--- config.mk ---
export PLATFORM = sky130hd
export DESIGN_NAME = char_lcd_nibble_bus_sequencer
export DESIGN_NICKNAME = d
export VERILOG_FILES = /design/src/design/clnbs_pkg.sv /design/src/design/char_lcd_nibble_bus_sequencer.sv
export SDC_FILE = /design/constraint.sdc
export NUM_CORES = 1
export LEC_CHECK = 0
export BUFFER_PORTS_ARGS = -buffer_cell sky130_fd_sc_hd__buf_2
export CORE_ASPECT_RATIO = 0.75
export CORE_MARGIN = 2
export CORE_UTILIZATION = 50
export CTS_CLUSTER_DIAMETER = 80
export DETAILED_ROUTE_END_ITERATION = 16
export GPL_TIMING_DRIVEN = 0
export PLACE_DENSITY = 0.76
export SLEW_MARGIN = 10
export SYNTH_ARGS = -nofsm -noshare
export SYNTH_HDL_FRONTEND = slang
export SYNTH_SLANG_ARGS = --single-unit
export TNS_END_PERCENT = 30
--- constraint.sdc ---
create_clock -name i_clk -period 2.9 [get_ports i_clk]
set_clock_uncertainty 0.15 [all_clocks]
set_input_delay 0.435 -clock i_clk [delete_from_list [all_inputs] [get_ports i_clk]]
set_output_delay 0.435 -clock i_clk [all_outputs]
set_load 0.02 [all_outputs]
--- src/design/clnbs_pkg.sv ---
// Shared types and the control store for the character LCD nibble bus sequencer.
// Depends on nothing; used by char_lcd_nibble_bus_sequencer, lcd_snapshot_checker and tb_top.
package clnbs_pkg;

    localparam int unsigned ROM_DEPTH   = 43;
    localparam int unsigned PC_W        = 6;
    localparam logic [PC_W-1:0] INIT_ENTRY = 6'd0;
    localparam logic [PC_W-1:0] BYTE_ENTRY = 6'd38;
    localparam logic [PC_W-1:0] PC_LAST    = 6'd42;

    localparam logic [12:0] WAIT_LONG  = 13'd5000;
    localparam logic [12:0] WAIT_SHORT = 13'd200;

    localparam logic [7:0] CMD_CLEAR = 8'h01;

    typedef enum logic [1:0] {
        OP_INIT  = 2'd0,
        OP_CHAR  = 2'd1,
        OP_CLEAR = 2'd2,
        OP_GOTO  = 2'd3
    } t_op;

    typedef enum logic [1:0] {
        NS_CONST = 2'd0,
        NS_HI    = 2'd1,
        NS_LO    = 2'd2
    } t_nsel;

    typedef enum logic [1:0] {
        W_ZERO  = 2'd0,
        W_PULSE = 2'd1,
        W_SHORT = 2'd2,
        W_LONG  = 2'd3
    } t_wsel;

    typedef struct packed {
        t_nsel      nsel;
        logic [3:0] nib;
        logic       e;
        t_wsel      wsel;
        logic       last;
    } t_ctrl;

    function automatic t_ctrl cw(t_nsel nsel, logic [3:0] nib, logic e, t_wsel wsel,
                                 logic last);
        t_ctrl c;
        c.nsel = nsel;
        c.nib  = nib;
        c.e    = e;
        c.wsel = wsel;
        c.last = last;
        return c;
    endfunction

    // Steps 0 to 37 form the power-on program, steps 38 to 42 send the byte register.
    function automatic t_ctrl rom_word(logic [PC_W-1:0] pc);
        t_ctrl c;
        unique case (pc)
            6'd0:    c = cw(NS_CONST, 4'h0, 1'b0, W_LONG,  1'b0);
            6'd1:    c = cw(NS_CONST, 4'h3, 1'b0, W_ZERO,  1'b0);
            6'd2:    c = cw(NS_CONST, 4'h3, 1'b1, W_PULSE, 1'b0);
            6'd3:    c = cw(NS_CONST, 4'h3, 1'b0, W_LONG,  1'b0);
            6'd4:    c = cw(NS_CONST, 4'h3, 1'b0, W_ZERO,  1'b0);
            6'd5:    c = cw(NS_CONST, 4'h3, 1'b1, W_PULSE, 1'b0);
            6'd6:    c = cw(NS_CONST, 4'h3, 1'b0, W_SHORT, 1'b0);
            6'd7:    c = cw(NS_CONST, 4'h3, 1'b0, W_ZERO,  1'b0);
            6'd8:    c = cw(NS_CONST, 4'h3, 1'b1, W_PULSE, 1'b0);
            6'd9:    c = cw(NS_CONST, 4'h3, 1'b0, W_SHORT, 1'b0);
            6'd10:   c = cw(NS_CONST, 4'h2, 1'b0, W_ZERO,  1'b0);
            6'd11:   c = cw(NS_CONST, 4'h2, 1'b1, W_PULSE, 1'b0);
            6'd12:   c = cw(NS_CONST, 4'h2, 1'b0, W_LONG,  1'b0);
            6'd13:   c = cw(NS_CONST, 4'h2, 1'b0, W_ZERO,  1'b0);
            6'd14:   c = cw(NS_CONST, 4'h2, 1'b1, W_PULSE, 1'b0);
            6'd15:   c = cw(NS_CONST, 4'h8, 1'b0, W_ZERO,  1'b0);
            6'd16:   c = cw(NS_CONST, 4'h8, 1'b1, W_PULSE, 1'b0);
            6'd17:   c = cw(NS_CONST, 4'h8, 1'b0, W_ZERO,  1'b0);
            6'd18:   c = cw(NS_CONST, 4'h0, 1'b0, W_ZERO,  1'b0);
            6'd19:   c = cw(NS_CONST, 4'h0, 1'b1, W_PULSE, 1'b0);
            6'd20:   c = cw(NS_CONST, 4'h8, 1'b0, W_ZERO,  1'b0);
            6'd21:   c = cw(NS_CONST, 4'h8, 1'b1, W_PULSE, 1'b0);
            6'd22:   c = cw(NS_CONST, 4'h8, 1'b0, W_ZERO,  1'b0);
            6'd23:   c = cw(NS_CONST, 4'h0, 1'b0, W_ZERO,  1'b0);
            6'd24:   c = cw(NS_CONST, 4'h0, 1'b1, W_PULSE, 1'b0);
            6'd25:   c = cw(NS_CONST, 4'h1, 1'b0, W_ZERO,  1'b0);
            6'd26:   c = cw(NS_CONST, 4'h1, 1'b1, W_PULSE, 1'b0);
            6'd27:   c = cw(NS_CONST, 4'h1, 1'b0, W_ZERO,  1'b0);
            6'd28:   c = cw(NS_CONST, 4'h0, 1'b0, W_ZERO,  1'b0);
            6'd29:   c = cw(NS_CONST, 4'h0, 1'b1, W_PULSE, 1'b0);
            6'd30:   c = cw(NS_CONST, 4'h6, 1'b0, W_ZERO,  1'b0);
            6'd31:   c = cw(NS_CONST, 4'h6, 1'b1, W_PULSE, 1'b0);
            6'd32:   c = cw(NS_CONST, 4'h6, 1'b0, W_ZERO,  1'b0);
            6'd33:   c = cw(NS_CONST, 4'h0, 1'b0, W_ZERO,  1'b0);
            6'd34:   c = cw(NS_CONST, 4'h0, 1'b1, W_PULSE, 1'b0);
            6'd35:   c = cw(NS_CONST, 4'hC, 1'b0, W_ZERO,  1'b0);
            6'd36:   c = cw(NS_CONST, 4'hC, 1'b1, W_PULSE, 1'b0);
            6'd37:   c = cw(NS_CONST, 4'hC, 1'b0, W_ZERO,  1'b1);
            6'd38:   c = cw(NS_HI,    4'h0, 1'b0, W_ZERO,  1'b0);
            6'd39:   c = cw(NS_HI,    4'h0, 1'b1, W_PULSE, 1'b0);
            6'd40:   c = cw(NS_LO,    4'h0, 1'b0, W_ZERO,  1'b0);
            6'd41:   c = cw(NS_LO,    4'h0, 1'b1, W_PULSE, 1'b0);
            6'd42:   c = cw(NS_LO,    4'h0, 1'b0, W_ZERO,  1'b1);
            default: c = cw(NS_CONST, 4'h0, 1'b0, W_ZERO,  1'b1);
        endcase
        return c;
    endfunction

endpackage

--- src/design/char_lcd_nibble_bus_sequencer.sv ---
// Top level of the character LCD nibble bus sequencer: a step counter walks a
// control store and a small datapath turns each control word into one pin snapshot.
// Depends on clnbs_pkg for the control store and its types.
// A request is loaded into the step counter and byte register, and the output registers
// then capture the snapshot of each step. Throughput: one snapshot per cycle while the sink
// is ready; init gives 38 snapshots, the others 5, and no request is taken while busy.
// The step counter issues one control word per cycle while the sink is ready; it is the limit on rate.
// Reset (synchronous, active low) clears the busy flag and the output valid flag.
module char_lcd_nibble_bus_sequencer import clnbs_pkg::*; #(
    parameter int unsigned PULSE_US = 1
) (
    input  logic        i_clk,
    input  logic        i_rst_n,
    input  logic        i_in_valid,
    output logic        o_in_ready,
    input  logic [1:0]  i_op,
    input  logic [7:0]  i_char_code,
    input  logic [5:0]  i_column,
    input  logic        i_row,
    output logic        o_out_valid,
    input  logic        i_out_ready,
    output logic        o_reg_sel,
    output logic        o_enable,
    output logic        o_read_write,
    output logic [3:0]  o_data_nibble,
    output logic [12:0] o_wait_us,
    output logic        o_last
);

    logic            r_busy;
    logic [PC_W-1:0] r_pc;
    logic [7:0]      r_byte;
    logic            r_rs;
    logic            r_out_valid;
    logic            r_reg_sel;
    logic            r_enable;
    logic [3:0]      r_nib;
    logic [12:0]     r_wait;
    logic            r_last;

    t_ctrl      w_ctrl;
    logic       w_accept;
    logic       w_step;
    t_op        w_op;
    logic [7:0] n_byte;
    logic [3:0] n_nib;
    logic [12:0] n_wait;

    assign w_ctrl   = rom_word(r_pc);
    assign w_op     = t_op'(i_op);
    assign w_accept = i_in_valid && !r_busy;
    assign w_step   = r_busy && (!r_out_valid || i_out_ready);

    always_comb begin
        unique case (w_op)
            OP_CHAR:  n_byte = i_char_code;
            OP_CLEAR: n_byte = CMD_CLEAR;
            OP_GOTO:  n_byte = {1'b1, i_row, i_column};
            default:  n_byte = 8'h00;
        endcase
    end

    always_comb begin
        unique case (w_ctrl.nsel)
            NS_HI:   n_nib = r_byte[7:4];
            NS_LO:   n_nib = r_byte[3:0];
            default: n_nib = w_ctrl.nib;
        endcase
    end

    always_comb begin
        unique case (w_ctrl.wsel)
            W_PULSE: n_wait = 13'(PULSE_US);
            W_SHORT: n_wait = WAIT_SHORT;
            W_LONG:  n_wait = WAIT_LONG;
            default: n_wait = 13'd0;
        endcase
    end

    always_ff @(posedge i_clk) begin
        if (!i_rst_n) begin
            r_busy      <= 1'b0;
            r_out_valid <= 1'b0;
        end else begin
            if (w_accept) begin
                r_busy <= 1'b1;
                r_pc   <= (w_op == OP_INIT) ? INIT_ENTRY : BYTE_ENTRY;
                r_byte <= n_byte;
                r_rs   <= (w_op == OP_CHAR);
            end else if (w_step) begin
                r_pc <= r_pc + 1'b1;
                if (w_ctrl.last) begin
                    r_busy <= 1'b0;
                end
            end
            if (w_step) begin
                r_out_valid <= 1'b1;
                r_reg_sel   <= r_rs;
                r_enable    <= w_ctrl.e;
                r_nib       <= n_nib;
                r_wait      <= n_wait;
                r_last      <= w_ctrl.last;
            end else if (i_out_ready) begin
                r_out_valid <= 1'b0;
            end
        end
    end

    assign o_in_ready    = !r_busy;
    assign o_out_valid   = r_out_valid;
    assign o_reg_sel     = r_reg_sel;
    assign o_enable      = r_enable;
    assign o_read_write  = 1'b0;
    assign o_data_nibble = r_nib;
    assign o_wait_us     = r_wait;
    assign o_last        = r_last;

    a_accept_starts: assert property (@(posedge i_clk) disable iff (!i_rst_n)
        w_accept |=> r_busy && (r_pc == INIT_ENTRY || r_pc == BYTE_ENTRY))
        else $error("request accepted without starting a program");

    a_last_stops: assert property (@(posedge i_clk) disable iff (!i_rst_n)
        w_step && w_ctrl.last |=> !r_busy)
        else $error("program did not stop after its final step");

    a_pc_range: assert property (@(posedge i_clk) disable iff (!i_rst_n)
        r_busy |-> r_pc <= PC_LAST)
        else $error("step counter ran past the control store");

    a_pulse_wait: assert property (@(posedge i_clk) disable iff (!i_rst_n)
        o_out_valid && o_enable |-> o_wait_us == 13'(PULSE_US) && !o_last)
        else $error("enable pulse with wrong hold time");

endmodule

==> results.md <==
- CTS tree: yes
- WS Path Type: reg -> reg
- Inst Count DP: approximately 310
- Least-Margin Pin Slew: between 0.6 and 0.7 ns
- Async S/R FF share, synth: 0%
- Clk pwr share: about 34%
- Setup WS pre-CTS: -0.326 ns
- Busiest layer in global routing: met2
- Final core utilization: between 60 and 70%
- Number of global-route vias before repair: 1,664
- Root Buffer: clkbuf_8
- Hold worst-path end: r_byte[7]
- I/O pin total: 44
- Top cells by area, synth: edfxtp_1, dfxtp_1, ha_1
- IO buf count: 36
- EDFF count, synth: 26
- Diode count: 0
- Hold-fix buffers at CTS: 0
- Area occupied by multi-input gates: approximately 0.0011 mm^2
- Hpwl dp: ~3.6 mm
- Final setup fails: 0
- Status: complete, no violations
- Antenna Violating Nets Remaining: 0
- Worst relative slew slack: roughly 58%
- RSZ-0062 raised after global routing: no
- Final WL: about 4.9 mm
- Iter 0 DRT Violations: 204
- CTS Buffer Depth: 2
- Initial antenna violation count: 0
- Vias: 1,811
- Share of the synthesized area in the top cell type: between 30% and 40%
- Area growth syn-to-layout: 21.0%
- Fin worst setup slack: ~0.16 ns
- Die area: around 0.0051 mm^2
- Setup TNS: 0 ns
- Worst VDD drop: 0.000393 V
- Crit path time final: approximately 2.7 ns
- Worst reg2reg endpoint: w_ctrl[5]
- Combinational power share: 24.5%
- DIE HEIGHT: about 62 um
- Core Area: 0.00441 mm^2
- Remaining Overflow, GRT: 0
- CTS sink count: 38
- Gpl congestion: 0.957
- Cell taking the most area after synthesis: edfxtp_1
- Nets: 297
- Global Route met1 Usage: 27.6%
- H-tree Lvls: 2
- Max Slew Vio Count: 0
- Design Area, Final: between 0.002 and 0.003 mm^2
- Gr usage total: between 20 and 25%
- Switching Share: between 20% and 30%
- Crit share post-route: 94.6%
- First-pass GRT wire length: roughly 7.9 mm
- Hold WS: around 0.25 ns
- Largest net degree at the start of global routing: 14
- CP arrival: 2.78 ns
- Switch Pwr: around 460 uW
- CTS Buf Count: 5
- Min-delay src: i_char_code[7]
- Synth Flop Type: edfxtp_1
- Hold path cells: 2
- Synth warn: 0
- Fmax: 365 MHz
- Initial Utilization: approximately 51%
- Vias/cell: about 5.6
- Post-Synthesis Cells: around 210
- Distinct cells, synth: 54
- Met2 Track Usage GR: about 30%
- P_leak: about 1.1 nW
- Syn avg cell area: between 10 and 15 um^2
- Crit path max fanout: 6
- Drt pass-1 iters: 6
- Final std cells w/o fill: 325
- Remaining DRCs: 0
- Synth Register Bits: 38
- Share of layout cells above drive strength 1: 31.3%
- Die width: between 80 and 90 um
- Tot Pwr: about 1.6 mW
- Post-DP Area: 0.00254 mm^2
- Max-capacitance violation count: 0
- Commonest cells post-synth: edfxtp_1, nor2b_1, buf_4, dfxtp_1, nand2_1
- Final hold vios: 0
- Crit path launch type: flip-flop
- CP Capture Type: flip-flop
- Num rows: 21
- Sequential cell area: about 0.0010 mm^2
- Latest clock arrival within the worst-skew pair: roughly 0.31 ns
- PD cells: approximately 600 mW/mm^2
- R2r worst-path depth: 8
- Type of the tightest min-delay check: in -> reg
- R2r setup slk: around 0.16 ns
- Int Pwr: about 1.1 mW
- Worst r2r src: o_out_valid
- Register area share after synthesis: between 40 and 50%
- GR met3 Demand/Resource: approximately 7%
- Required time worst endpoint: roughly 2.9 ns
- Flop pwr share: between 40 and 50%
- Fill count: approximately 370
- Clock slew at reported path FFs: around 0.08 ns
- Mapped Area: 0.00227 mm^2
- Post-detailed-route wirelength per cell: around 15 um
- Dominant cell by count in the synthesized netlist: edfxtp_1
-- cells by family (layout without fill, tap and decap cells) --
logic type / Yosys count / after routing / share of synthesized area, %
DFF: 38 / 38 / 45.0
muxes: 11 / 11 / 6.56
and+or+nand+nor: 62 / 62 / 14.7
AOI/OAI and AO/OA: 55 / 55 / 18.6
xor gates and xnor gates: 5 / 5 / 2.26
other: 1 / 7 / 0.165
adders and majority gates: 9 / 9 / 4.96
buffers and inverters: 32 / 81 / 7.72
-- worst max path at each step --
stage                            from         to  slack (ns)  cells after the start
after floorplan                r_busy  w_ctrl[3]        0.21                     13
after CTS                      r_busy  w_ctrl[3]        0.09                     13
after global routing          r_pc[0]  w_ctrl[3]       0.008                     12
after global placement        i_rst_n  w_ctrl[3]       -0.30                     13
after detailed placement      i_rst_n  w_ctrl[3]       -0.33                     13
final                     o_out_valid  w_ctrl[5]        0.16                      8
-- metal layers --
metal  vias to the layer above  routed length, um
met1                       843               2100
met2                        88               2200
li1                        869                  -
met4                         0                140
met3                        11                450
met5                         -                  0
-- power by group through the flow --
stage	clock network, mW	logic [mW]	registers (mW)
after global routing	0.566	0.432	0.668
final	0.549	0.393	0.663
after detailed placement	0	0.372	0.676
after global placement	0	0.359	0.673
after CTS	0.548	0.381	0.663
after floorplan	0	0.271	0.683
-- flip-flops by register name (all words and copies together) (netlist names), 4 cells and up --
signal,flops
r_pc,6
w_ctrl,10
o_data_nibble,4
o_wait_us,4
r_byte,8
-- layout by cell type (no fill, tap or decap), types with 2 or more instances in the layout --
master and n:
ha_1 9, edfxtp_1 26, o21ai_0 10, nor3_1 7
inv_1 11, buf_2 38, o22ai_1 3, a21oi_1 10
clkbuf_1 5, a31oi_1 4, buf_4 17, bufinv_16 2
dfxtp_1 11, conb_1 7, o2111ai_1 2, mux4_2 2
mux2i_1 7, clkbuf_8 5, o211ai_1 4, a21oi_2 2
nand2b_1 3, nand3_1 6, and2_1 2, a22oi_1 5
nand2_1 12, xnor2_1 3, nor2b_1 13, nor2_1 10
-- worst max-delay path, stage by stage (launching register included) --
cell,delay (ns)
dfxtp_1,0.32
nand2b_1,0.26
mux2_2,0.37
a22oi_1,0.41
ha_1,0.27
inv_1,0.09
or4_1,0.53
o2111ai_1,0.13
nand2_1,0.10
-- area by class of cell --
cell class	count	share of cell area, %
Multi-Input combinational cell	149	40.7
Sequential cell	38	37.2
Timing Repair Buffer	41	7.93
Buffer	20	4.74
Tap cell	57	2.60
Clock buffer	5	2.51
Clock inverter	3	2.51
Inverter	12	1.82
-- what timing repair did --
action / in CTS / in global routing
resized for setup: 3 / 5
setup endpoints to repair: 2 / 2
setup buffers: 2 / 3
Note: power is estimated with default switching activity, not from simulation.
